<file path="config.mk">
export PLATFORM = sky130hd
export DESIGN_NAME = websocket_client_frame_encoder
export DESIGN_NICKNAME = d
export VERILOG_FILES = /design/src/rtl/core/wscfe_pkg.sv /design/src/rtl/core/websocket_client_frame_encoder.sv /design/src/rtl/core/wscfe_core.sv /design/src/rtl/core/wscfe_out_reg.sv
export VERILOG_INCLUDE_DIRS = /design/src /design/src/rtl/core
export SDC_FILE = /design/constraint.sdc
export NUM_CORES = 1
export LEC_CHECK = 0
export BUFFER_PORTS_ARGS = -buffer_cell sky130_fd_sc_hd__buf_2
export CORE_ASPECT_RATIO = 1.2
export CORE_UTILIZATION = 54
export DETAILED_ROUTE_END_ITERATION = 10
export PLACE_DENSITY = 0.88
export SYNTH_ARGS = -nofsm -noshare
export SYNTH_HDL_FRONTEND = slang
export SYNTH_SLANG_ARGS = --single-unit
</file>
<file path="constraint.sdc">
create_clock -name clk -period 2.76 [get_ports clk]
set_input_delay 0.552 -clock clk [delete_from_list [all_inputs] [get_ports clk]]
set_output_delay 0.552 -clock clk [all_outputs]
set_load 0.01 [all_outputs]
</file>
<file path="src/rtl/core/websocket_client_frame_encoder_assert.svh">
// Assertion macros for the WebSocket client frame encoder.
// Needs clk and arst_n in the scope that uses them.
`ifndef WEBSOCKET_CLIENT_FRAME_ENCODER_ASSERT_SVH
`define WEBSOCKET_CLIENT_FRAME_ENCODER_ASSERT_SVH

// same-cycle implication
`define WSCFE_ASSERT_NOW(lbl, ante, cons, msg) \
	lbl: assert property (@(posedge clk) disable iff (!arst_n) (ante) |-> (cons)) \
		else $error(msg);

// next-cycle implication
`define WSCFE_ASSERT_NEXT(lbl, ante, cons, msg) \
	lbl: assert property (@(posedge clk) disable iff (!arst_n) (ante) |=> (cons)) \
		else $error(msg);

`endif

</file>
<file path="src/rtl/core/wscfe_pkg.sv">
// Shared types, codes and constants for the WebSocket client frame encoder.
// No dependencies.
`timescale 1ns / 1ps

package wscfe_pkg;

	localparam int LENGTH_BITS_DEF = 32;

	localparam logic [1:0] MODE_TEXT = 2'd0;
	localparam logic [1:0] MODE_BIN  = 2'd1;
	localparam logic [1:0] MODE_DATA = 2'd2;
	localparam logic [1:0] MODE_NONE = 2'd3;

	localparam logic [1:0] ST_OK       = 2'd0;
	localparam logic [1:0] ST_TOO_LONG = 2'd1;
	localparam logic [1:0] ST_NO_FRAME = 2'd2;

	localparam logic [7:0] OP_TEXT   = 8'h81;
	localparam logic [7:0] OP_BIN    = 8'h82;
	localparam logic [7:0] LEN_EXT16 = 8'hFE;
	localparam logic [7:0] LEN_EXT64 = 8'hFF;

	localparam logic [63:0] SMALL_MAX = 64'd125;
	localparam logic [63:0] MED_MAX   = 64'd65535;

	typedef struct packed {
		logic [7:0] out_byte;
		logic       last;
		logic [1:0] status;
	} result_t;

	typedef struct packed {
		logic frame_open;
		logic left_zero;
		logic hdr_busy;
	} core_stat_t;

	function automatic logic [7:0] mask_byte(input logic bin, input logic [1:0] pos);
		logic [7:0] b;
		if (bin) begin
			case (pos)
				2'd0:    b = 8'h12;
				2'd1:    b = 8'h34;
				2'd2:    b = 8'h56;
				default: b = 8'h78;
			endcase
		end else begin
			case (pos)
				2'd0:    b = 8'h11;
				2'd1:    b = 8'h22;
				2'd2:    b = 8'h33;
				default: b = 8'h44;
			endcase
		end
		return b;
	endfunction

endpackage

</file>
<file path="src/rtl/core/websocket_client_frame_encoder.sv">
// Top level of the masked WebSocket client frame encoder.
// Depends on wscfe_pkg, wscfe_core, wscfe_out_reg and the assertion header.
//
//  channel | dir | tdata                              | tuser     | tlast
//  s_      | in  | [31:0] frame_length, [39:32] byte | [1:0] mode| -
//  m_      | out | [7:0] out_byte                     | [1:0] stat| last
//
// Payload and ignored items are taken one per cycle, back to back, payload items only
// while the output is not stalled. A start item holds the input for its 1, 6, 8 or 14
// results, one per header byte, as the header sequencer walks the byte index.
// Output register stalls propagate to the input in the same cycle.
// arst_n clears all valid and frame state; no clearing pass.
`timescale 1ns / 1ps

module websocket_client_frame_encoder #(
	parameter int LENGTH_BITS = wscfe_pkg::LENGTH_BITS_DEF
) (
	input  logic        clk,
	input  logic        arst_n,
	input  logic        s_tvalid,
	output logic        s_tready,
	input  logic [39:0] s_tdata,   // [31:0] frame_length, [39:32] data_byte
	input  logic [1:0]  s_tuser,   // [1:0] mode
	output logic        m_tvalid,
	input  logic        m_tready,
	output logic [7:0]  m_tdata,   // [7:0] out_byte
	output logic [1:0]  m_tuser,   // [1:0] status
	output logic        m_tlast
);

	`include "websocket_client_frame_encoder_assert.svh"

	logic                  res_valid;
	logic                  res_ready;
	wscfe_pkg::result_t    res;
	wscfe_pkg::result_t    out_res;
	wscfe_pkg::core_stat_t stat;

	wscfe_core #(
		.LENGTH_BITS(LENGTH_BITS)
	) u_core (
		.clk       (clk),
		.arst_n    (arst_n),
		.in_valid  (s_tvalid),
		.in_ready  (s_tready),
		.in_mode   (s_tuser),
		.in_length (s_tdata[31:0]),
		.in_data   (s_tdata[39:32]),
		.res_valid (res_valid),
		.res_ready (res_ready),
		.res       (res),
		.stat      (stat)
	);

	wscfe_out_reg u_out (
		.clk       (clk),
		.arst_n    (arst_n),
		.in_valid  (res_valid),
		.in_ready  (res_ready),
		.in_res    (res),
		.out_valid (m_tvalid),
		.out_ready (m_tready),
		.out_res   (out_res)
	);

	assign m_tdata = out_res.out_byte;
	assign m_tuser = out_res.status;
	assign m_tlast = out_res.last;

	`WSCFE_ASSERT_NOW(a_closed_empty, !stat.frame_open, stat.left_zero, "closed frame with bytes left")
	`WSCFE_ASSERT_NEXT(a_hdr_stall, s_tvalid && s_tready, !stat.hdr_busy, "input taken mid header")
	`WSCFE_ASSERT_NOW(a_err_clean, m_tvalid && (m_tuser != wscfe_pkg::ST_OK), !m_tlast && (m_tdata == 8'd0), "error result with data")
	`WSCFE_ASSERT_NEXT(a_open_after_take, s_tvalid && s_tready && (s_tuser == wscfe_pkg::MODE_NONE), !stat.hdr_busy, "ignored item started header")

endmodule

</file>
<file path="src/rtl/core/wscfe_core.sv">
// Input register, header byte sequencer and frame state of the encoder.
// Depends on wscfe_pkg.
`timescale 1ns / 1ps

module wscfe_core #(
	parameter int LENGTH_BITS = wscfe_pkg::LENGTH_BITS_DEF
) (
	input  logic                 clk,
	input  logic                 arst_n,
	input  logic                 in_valid,
	output logic                 in_ready,
	input  logic [1:0]           in_mode,
	input  logic [31:0]          in_length,
	input  logic [7:0]           in_data,
	output logic                 res_valid,
	input  logic                 res_ready,
	output wscfe_pkg::result_t   res,
	output wscfe_pkg::core_stat_t stat
);

	localparam logic [63:0] LenMask = {64{1'b1}} >> (64 - LENGTH_BITS);

	logic                   valid_s1;
	logic [1:0]             mode_s1;
	logic [31:0]            length_s1;
	logic [7:0]             data_s1;

	logic [3:0]             idx_q;
	logic [LENGTH_BITS-1:0] bytes_left_q;
	logic [1:0]             mask_pos_q;
	logic                   binary_key_q;
	logic                   frame_open_q;

	logic [63:0]            len64;
	logic [LENGTH_BITS-1:0] left_dec;
	logic                   is_start;
	logic                   too_long;
	logic                   small_len;
	logic                   med_len;
	logic [3:0]             last_idx;
	logic [3:0]             mask_start;
	logic [2:0]             bsel;
	logic [7:0]             hdr_byte;
	logic                   is_final;
	logic                   take;
	logic                   item_done;

	assign len64     = 64'(length_s1) & LenMask;
	assign left_dec  = bytes_left_q - {{(LENGTH_BITS-1){1'b0}}, 1'b1};
	assign is_start  = (mode_s1 == wscfe_pkg::MODE_TEXT) || (mode_s1 == wscfe_pkg::MODE_BIN);
	assign too_long  = (mode_s1 == wscfe_pkg::MODE_TEXT) && (len64 > wscfe_pkg::MED_MAX);
	assign small_len = len64 <= wscfe_pkg::SMALL_MAX;
	assign med_len   = !small_len && (len64 <= wscfe_pkg::MED_MAX);

	always_comb begin
		if (too_long)       last_idx = 4'd0;
		else if (small_len) last_idx = 4'd5;
		else if (med_len)   last_idx = 4'd7;
		else                last_idx = 4'd13;
	end

	assign mask_start = small_len ? 4'd2 : (med_len ? 4'd4 : 4'd10);
	assign bsel       = 3'(4'd9 - idx_q);

	always_comb begin
		if (idx_q == 4'd0) begin
			hdr_byte = mode_s1[0] ? wscfe_pkg::OP_BIN : wscfe_pkg::OP_TEXT;
		end else if (idx_q >= mask_start) begin
			hdr_byte = wscfe_pkg::mask_byte(mode_s1[0], 2'(idx_q - mask_start));
		end else if (idx_q == 4'd1) begin
			if (small_len)    hdr_byte = {1'b1, len64[6:0]};
			else if (med_len) hdr_byte = wscfe_pkg::LEN_EXT16;
			else              hdr_byte = wscfe_pkg::LEN_EXT64;
		end else if (med_len) begin
			hdr_byte = (idx_q == 4'd2) ? len64[15:8] : len64[7:0];
		end else begin
			hdr_byte = len64[bsel*8 +: 8];
		end
	end

	always_comb begin
		res = '0;
		if (is_start) begin
			if (too_long) begin
				res.status = wscfe_pkg::ST_TOO_LONG;
			end else begin
				res.out_byte = hdr_byte;
				res.last     = (idx_q == last_idx) && (len64 == 64'd0);
			end
		end else if (frame_open_q) begin
			res.out_byte = data_s1 ^ wscfe_pkg::mask_byte(binary_key_q, mask_pos_q);
			res.last     = left_dec == '0;
		end else begin
			res.status = wscfe_pkg::ST_NO_FRAME;
		end
	end

	assign res_valid = valid_s1 && (mode_s1 != wscfe_pkg::MODE_NONE);
	assign take      = res_valid && res_ready;
	assign is_final  = !is_start || (idx_q == last_idx);
	assign item_done = valid_s1 && ((mode_s1 == wscfe_pkg::MODE_NONE) || (take && is_final));
	assign in_ready  = !valid_s1 || item_done;

	assign stat.frame_open = frame_open_q;
	assign stat.left_zero  = bytes_left_q == '0;
	assign stat.hdr_busy   = idx_q != 4'd0;

	always_ff @(posedge clk or negedge arst_n) begin
		if (!arst_n) begin
			valid_s1 <= 1'b0;
		end else if (in_ready) begin
			valid_s1 <= in_valid;
		end
	end

	always_ff @(posedge clk) begin
		if (in_ready && in_valid) begin
			mode_s1   <= in_mode;
			length_s1 <= in_length;
			data_s1   <= in_data;
		end
	end

	always_ff @(posedge clk or negedge arst_n) begin
		if (!arst_n) begin
			idx_q        <= 4'd0;
			bytes_left_q <= '0;
			mask_pos_q   <= 2'd0;
			binary_key_q <= 1'b0;
			frame_open_q <= 1'b0;
		end else begin
			if (item_done) begin
				idx_q <= 4'd0;
			end else if (take) begin
				idx_q <= idx_q + 4'd1;
			end
			if (item_done && is_start) begin
				frame_open_q <= 1'b0;
				bytes_left_q <= '0;
				mask_pos_q   <= 2'd0;
				if (!too_long) begin
					binary_key_q <= mode_s1[0];
					if (len64 != 64'd0) begin
						bytes_left_q <= len64[LENGTH_BITS-1:0];
						frame_open_q <= 1'b1;
					end
				end
			end else if (item_done && (mode_s1 == wscfe_pkg::MODE_DATA) && frame_open_q) begin
				mask_pos_q   <= mask_pos_q + 2'd1;
				bytes_left_q <= left_dec;
				if (left_dec == '0) frame_open_q <= 1'b0;
			end
		end
	end

endmodule

</file>
<file path="src/rtl/core/wscfe_out_reg.sv">
// Output register stage of the encoder, decoupling the core from the sink.
// Depends on wscfe_pkg.
`timescale 1ns / 1ps

module wscfe_out_reg (
	input  logic               clk,
	input  logic               arst_n,
	input  logic               in_valid,
	output logic               in_ready,
	input  wscfe_pkg::result_t in_res,
	output logic               out_valid,
	input  logic               out_ready,
	output wscfe_pkg::result_t out_res
);

	logic               valid_q;
	wscfe_pkg::result_t res_q;

	assign in_ready  = !valid_q || out_ready;
	assign out_valid = valid_q;
	assign out_res   = res_q;

	always_ff @(posedge clk or negedge arst_n) begin
		if (!arst_n) begin
			valid_q <= 1'b0;
		end else if (in_ready) begin
			valid_q <= in_valid;
		end
	end

	always_ff @(posedge clk) begin
		if (in_ready && in_valid) begin
			res_q <= in_res;
		end
	end

endmodule
</file>
# After elaboration in Yosys (flattened, before gate mapping)

Cells that the tools add are included.

Add/subtract/negate cells: 5
Magnitude comparators: 4
Eq/ne operators: 11
Shifts and indexed selects: 1
Multiplexer cells: 39
Bitwise operators: 2
Reduce and logical (&&, ||, !) cells: 32

Operators by type and width:

| cell                                                                     | count |
|---|---|
| 32-bit two-way mux                                                       | 4 |
| 7-bit case mux with 3 select lines                                       | 4 |
| 8-bit two-way mux                                                        | 9 |
| 64-bit logical NOT                                                       | 1 |
| 64-bit nonzero test                                                      | 1 |
| 64-bit by 7-bit indexed part select with 8-bit output                    | 1 |
| 32-bit by 16-bit > comparator with 1-bit output (second input constant)  | 1 |
| 32-bit by 16-bit <= comparator with 1-bit output (second input constant) | 1 |
| 32-bit by 7-bit <= comparator with 1-bit output (second input constant)  | 1 |
| 32-bit logical NOT                                                       | 1 |
| 32-bit by 1-bit subtractor with 32-bit output (second input constant)    | 1 |
| 4-bit two-way mux                                                        | 7 |
| 9-bit two-way mux                                                        | 2 |
| 1-bit logical AND                                                        | 11 |
| 11-bit two-way mux                                                       | 1 |
| 2-bit == test (second input constant)                                    | 4 |
| 2-bit two-way mux                                                        | 4 |
| 8-bit XOR                                                                | 1 |
| 1-bit two-way mux                                                        | 7 |
| 7-bit two-way mux                                                        | 1 |
| 2-bit by 1-bit == test with 1-bit output (second input constant)         | 3 |
| 2-bit logical NOT                                                        | 3 |
| 2-bit nonzero test                                                       | 3 |
| 1-bit logical OR                                                         | 5 |
| 13 further kinds                                                         | 17 |

Register bits: 95
Output and inout port bits: 13
Word-level logic and storage cells: 107

# Logic depth before layout (Yosys ltp)

Depth after elaboration: 15
Gate-level depth with buffers: 14
Mapped depth without buffers: 12

# Modules after synthesis

A second synthesis with hierarchy kept.

Cell total of the unflattened synthesis: 592
Area, all modules: 5806.8 sq um

Modules (own cells, without submodules):

| module        | instances | cells each | area each (sq um) |
|---|---|---|---|
| wscfe_core    | 1         | 577        | 5422.7 |
| wscfe_out_reg | 1         | 15         | 384.1 |

# Worst setup path after synthesis

OpenSTA, ideal clock, no wires.

Kind: flip-flop to flip-flop
From: register u_core.idx_q[0]
To: register u_core.data_s1[0] (enable)
Setup time: 0.450 ns
Arrival time: 2.657 ns
Required time: 2.310 ns
Setup slack: -0.347 ns
Cell stages (with the launch flop): 8
Path buffers: 1
Cells stage by stage: dfrtp_1 > clkbuf_1 > inv_1 > a41o_1 > mux2_2 > and4b_1 > or3b_2 > and2_1

Longest elaborated chain between the ends: 7

RTL lines:

| what                   | line                                 | RTL |
|---|---|---|
| from (decl)            | wscfe_core.sv:28                     | `logic [3:0] idx_q;` |
| from (signal assigned) | wscfe_core.sv:135                    | `idx_q <= idx_q + 4'd1;` |
| 4-bit == test          | wscfe_core.sv:100                    | `assign is_final = !is_start \|\| (idx_q == last_idx);` |
| 1-bit logical OR       | wscfe_core.sv:100                    |  |
| 1-bit logical AND      | wscfe_core.sv:101                    | `assign item_done = valid_s1 && ((mode_s1 == wscfe_pkg::MODE_NONE) \|\| (take && is_final));` |
| 1-bit logical OR       | wscfe_core.sv:101                    |  |
| 1-bit logical AND      | wscfe_core.sv:101                    |  |
| 1-bit logical OR       | wscfe_core.sv:102                    | `assign in_ready = !valid_s1 \|\| item_done;` |
| via s_tready           | websocket_client_frame_encoder.sv:21 | `output logic s_tready,` |
| 1-bit logical AND      | wscfe_core.sv:117                    | `if (in_ready && in_valid) begin` |
| to (signal assigned)   | wscfe_core.sv:120                    | `data_s1 <= in_data;` |
| to (decl)              | wscfe_core.sv:26                     | `logic [7:0] data_s1;` |

The timed path passes the listed nets, and every way through them passes these cells.
A chain may end at the register's enable or synchronous reset.

# Worst setup path in the final report

From: register u_core.length_s1[19]
To: output s_tready

Longest elaborated chain between the ends: 12
Elaborated cells between the ends (all ways): 15
Classes of those cells: order compare (3); eq/ne (1); mux (3); reduce/logical (8)

RTL lines:

| what                                            | line                                 | RTL |
|---|---|---|
| from (decl)                                     | wscfe_core.sv:25                     | `logic [31:0] length_s1;` |
| from (signal assigned)                          | wscfe_core.sv:119                    | `length_s1 <= in_length;` |
| 32-bit by 7-bit <= comparator with 1-bit output | wscfe_core.sv:52                     | `assign small_len = len64 <= wscfe_pkg::SMALL_MAX;` |
| 1-bit logical NOT                               | wscfe_core.sv:53                     | `assign med_len = !small_len && (len64 <= wscfe_pkg::MED_MAX);` |
| 1-bit logical AND                               | wscfe_core.sv:53                     |  |
| 4-bit two-way mux                               | wscfe_core.sv:58                     | `else if (med_len) last_idx = 4'd7;` |
| 4-bit two-way mux                               | wscfe_core.sv:57                     | `else if (small_len) last_idx = 4'd5;` |
| 4-bit two-way mux (*)                           | wscfe_core.sv:56                     | `if (too_long) last_idx = 4'd0;` |
| 4-bit == test (*)                               | wscfe_core.sv:100                    |  |
| 1-bit logical OR (*)                            | wscfe_core.sv:100                    |  |
| 1-bit logical AND (*)                           | wscfe_core.sv:101                    |  |
| 1-bit logical OR (*)                            | wscfe_core.sv:101                    |  |
| 1-bit logical AND (*)                           | wscfe_core.sv:101                    |  |
| 1-bit logical OR (*)                            | wscfe_core.sv:102                    |  |
| to (decl)                                       | websocket_client_frame_encoder.sv:21 |  |

Mark *: on every way between the ends. The rest lies on a longest branch, timed or not.

==> metrics.yaml <==
fp-row-count: 40
clk_tree_root_cell: "sky130_fd_sc_hd__clkbuf_16"
hpwl_um: 13000
place.gp.congestion: 1.00
max_clock_skew_ns: 0.00798
layout-drive-gt1-share: 0.331
final_cell_area_sq_mm: 0.00722
power_per_cell_area_mw_per_mm2: 1030
area_delta_synth_final_pct: 29.9
setup-tns-final_ns: -0.355
postCtsHoldBufs: 0
starting_utilization_of_the_core_area: 0.555
worstReg2RegStart: "u_core.length_s1[11]"
avgRoutedWirePerCell_um: 21.9
cts.reportedPaths.clkPinSlew_ns: 0.07
grt_antenna_before_repair: 0
register_area_sq_mm: 0.00264
worst-r2r-setup-slack_ns: -0.08
r2r.worst_path.cells: 12
clk-insertion-delay-late_ns: 0.35
cts_max_path_buffers: 2
drt_first_pass_iters: 5
htree_levels: 3
grt_pass1_vias: 5236
synth-warning-count: 0
critical_path.cell_chain: "nor4_4 -> nand4_1 -> buf_6 -> mux2_2 -> and4b_1 -> or3b_4 -> buf_6"
min-delay-path-class: "primary input to asynchronous set/reset pin"
period_needed_ns: 2.97
drc: 0
worst-endpoint-arrival_ns: 2.42
synth-seq-area-share: 0.475
fin_crit_sh: 1.08
timing.critical_path.buf_inv: 2
numCtsBuffers: 9
actual_slew_at_the_worst_max_slew_pin_ns: 1.03
timing.critical_path.required_ns: 2.21
placeableCoreArea_sq_mm: 0.0100
wire_length_of_the_first_global_routing_pass_um: 27200
cts_sinks: 95
globalRouteTotalUtil: 0.341
postSynthCellCount: 547
cpLargestDelayFamily: "simple AND/OR/NAND/NOR gates"
drv_slew: 0
final_nets: 752
num_antenna_cells: 0
timing.setup.critical_path_class: "flop to primary output"
report.final.setup_viol: 3
synth-seq-cells: 95
viasPerCell: 6.69
total_cell_area_at_the_placement_stage_sq_mm: 0.00663
die-width_um: 94.6
critical_path_origin: "u_core.length_s1[19]"
route.final.wire_length_um: 18100
violated_checks: "setup timing"
antenna_left: 0
slowest_stage: "sky130_fd_sc_hd__edfxtp_1"
fill_cells: 728
critical_path.startpoint_type: "flop"
holdWs_ns: 0.367
synth-edff-count: 53
grt_max_degree: 43
post-route-worst-setup-slack_ns: -0.215
synthesis.area_per_instance_sq_um: 10.2
dominant_cell_type_by_count_on_the_critical_path: "sky130_fd_sc_hd__buf_6"
portBuffers: 58
utilization: 0.721
status: "finished, violations left"
max_freq_mhz: 336
overflow: 0
maxSlewHeadroom: 0.315
dieHeight_um: 113
cellLeakagePower_nw: 3.02
cts_tree: "built"
dominantRegCellSynth: "sky130_fd_sc_hd__edfxtp_1"
vdd.ir_drop.worst_v: 0.000528
ioPinCount: 59
first_iter_violations: 668
detailroute.via_count: 5505
synth-async-reset-ratio: 0.442
cp_slowest_stage_delay_ns: 0.43
drv_cap: 0
synth_fp_nets: 607
multiInputGateArea_sq_mm: 0.00290
number_of_distinct_library_cells_after_synthesis: 70
floorplan.die_area_sq_mm: 0.0107
rsz0062_at_grt: "true"
timing.critical_path.to_type: "primary output"
report.final.hold_viol_count: 0
largest_fanout_on_the_critical_path: 3
reg2reg_to: "u_out.out_res[4]"
mapped_area_sq_mm: 0.00556
-- layer usage --
layer  track usage  part of all wire  vias up
met4         0.161             0.048        0
met1         0.439              0.36     2619
met5             0                 0        -
met3        0.0558              0.10       89
met2         0.557              0.50      400
li1              -                 -     2397
-- synth_stat cells, types with 3 or more instances --
cell type                  number  area (sq um)
sky130_fd_sc_hd__a211oi_1       5          37.5
sky130_fd_sc_hd__a21oi_1       30           150
sky130_fd_sc_hd__a221o_1       13           130
sky130_fd_sc_hd__a22oi_1        5          37.5
sky130_fd_sc_hd__a31oi_1        6          37.5
sky130_fd_sc_hd__a32oi_1        3          26.3
sky130_fd_sc_hd__and2_1         3          18.8
sky130_fd_sc_hd__clkbuf_1      28           105
sky130_fd_sc_hd__dfrtp_1       42          1050
sky130_fd_sc_hd__edfxtp_1      53          1590
sky130_fd_sc_hd__ha_1          14           175
sky130_fd_sc_hd__inv_1         14          52.6
sky130_fd_sc_hd__mux2i_1        7          70.1
sky130_fd_sc_hd__mux4_2         8           180
sky130_fd_sc_hd__nand2_1       50           188
sky130_fd_sc_hd__nand2b_1       6          37.5
sky130_fd_sc_hd__nand3_1       15          75.1
sky130_fd_sc_hd__nand3b_1       7          52.6
sky130_fd_sc_hd__nand4_1        8          50.1
sky130_fd_sc_hd__nor2_1        41           154
sky130_fd_sc_hd__nor2b_1        5          31.3
sky130_fd_sc_hd__nor3_1        19          95.1
sky130_fd_sc_hd__nor4_1        19           119
sky130_fd_sc_hd__o211ai_1       5          37.5
sky130_fd_sc_hd__o21ai_0       33           165
sky130_fd_sc_hd__o221ai_1       8          70.1
sky130_fd_sc_hd__o22ai_1        3          18.8
sky130_fd_sc_hd__or2_2          4          25.0
sky130_fd_sc_hd__or3_1          8          50.1
sky130_fd_sc_hd__or4_1          9          67.6
sky130_fd_sc_hd__xnor2_1       14           123
sky130_fd_sc_hd__xor2_1         9          78.8
-- what timing repair did --
| action | 4_1_cts | 5_1_grt |
|---|---|---|
| endpoints found under the setup margin | 54 | 66 |
| cloned | 0 | 3 |
| buffers inserted | 3 | 7 |
| gates resized for setup | 21 | 29 |
| pin swaps | 10 | 23 |
-- placed cells by master (no fill, tap or decap), drive strengths merged, types with 3 or more instances in the layout --
cell type and n:
nand4 8, or2 4, a31oi 6, inv 15, nand3b 7, ha 14
nor4 19, o211ai 5, o311ai 3, a221o 14, nand2b 6, edfxtp 53
o22ai 3, nor2b 5, mux4 8, a22oi 5, or4 13, o21ai 34
clkbuf 12, a211oi 5, nand3 15, mux2i 7, clkinv 3, buf 164
xor2 9, dfrtp 42, and2 4, nand2 50, o31ai 3, a32oi 3
o221ai 8, xnor2 14, a21oi 30, or3 9, nor3 20, nor2 41
-- flip-flops by register name, indices dropped and copies added (netlist names) --
signal               count
u_core.bytes_left_q     32
u_core.length_s1        32
u_out.out_res           11
u_core.data_s1           8
u_core.idx_q             4
u_core.mask_pos_q        2
u_core.mode_s1           2
u_core.binary_key_q      1
u_core.frame_open_q      1
u_core.valid_s1          1
u_out.out_valid          1
-- cells by family (layout without fill, tap and decap cells) --
group,count (synthesis),count (layout),share of synthesized area
flip-flops,95,95,0.475
adder cells (fa/ha/maj),14,14,0.0315
buffers and inverters,48,197,0.0342
AND/OR/NAND/NOR,212,213,0.203
multiplexers,16,16,0.0471
AO/OA/AOI/OAI,139,139,0.173
XOR/XNOR,23,23,0.0362
-- worst reg2reg max path, stage by stage (launching register included) --
cell	delay, ns
sky130_fd_sc_hd__edfxtp_1	0.42
sky130_fd_sc_hd__nor4_1	0.29
sky130_fd_sc_hd__nand3_1	0.21
sky130_fd_sc_hd__buf_4	0.19
sky130_fd_sc_hd__o21ai_2	0.16
sky130_fd_sc_hd__ha_1	0.27
sky130_fd_sc_hd__nand2b_1	0.10
sky130_fd_sc_hd__a21boi_2	0.06
sky130_fd_sc_hd__o21ai_2	0.23
sky130_fd_sc_hd__nand2b_4	0.13
sky130_fd_sc_hd__a31oi_1	0.21
sky130_fd_sc_hd__o21ai_1	0.11
sky130_fd_sc_hd__o221ai_1	0.26
-- worst max path at each step --
stage | endpoint | slack, ns | depth (start not counted)
6_report | s_tready | -0.21 | 7
5_1_grt | s_tready | -0.27 | 7
4_1_cts | s_tready | -0.23 | 7
3_5_place_dp | u_core.bytes_left_q[30] | -0.20 | 7
3_3_place_gp | u_core.frame_open_q | -0.14 | 8
2_1_floorplan | u_core.bytes_left_q[30] | -0.11 | 8
-- report_power, final --
part           internal, mW  switching [mW]  total (mW)  leakage (nW)
Combinational          1.82            2.14        3.96          1.83
Sequential             1.87           0.359        2.23          1.05
Clock                 0.698           0.533        1.23         0.134
Total                  4.39            3.04        7.43          3.02
-- per-stage QoR --
stage          worst slack (ns)  std cells  total power [mW]
5_1_grt                  -0.265        823              7.77
3_5_place_dp             -0.200        794              5.73
4_1_cts                  -0.233        813              7.09
2_1_floorplan            -0.107        547              4.36
3_3_place_gp             -0.145        794              5.63
6_report                 -0.215        823              7.43
-- layout make-up --
type / instances / share of cell area
Multi-Input combinational cell: 405 / 0.402
Sequential cell: 95 / 0.366
Timing Repair Buffer: 166 / 0.162
Clock buffer: 10 / 0.0317
Tap cell: 126 / 0.0218
Clock inverter: 6 / 0.00849
Inverter: 15 / 0.00780
No activity file was read; power rests on OpenSTA's default activity.
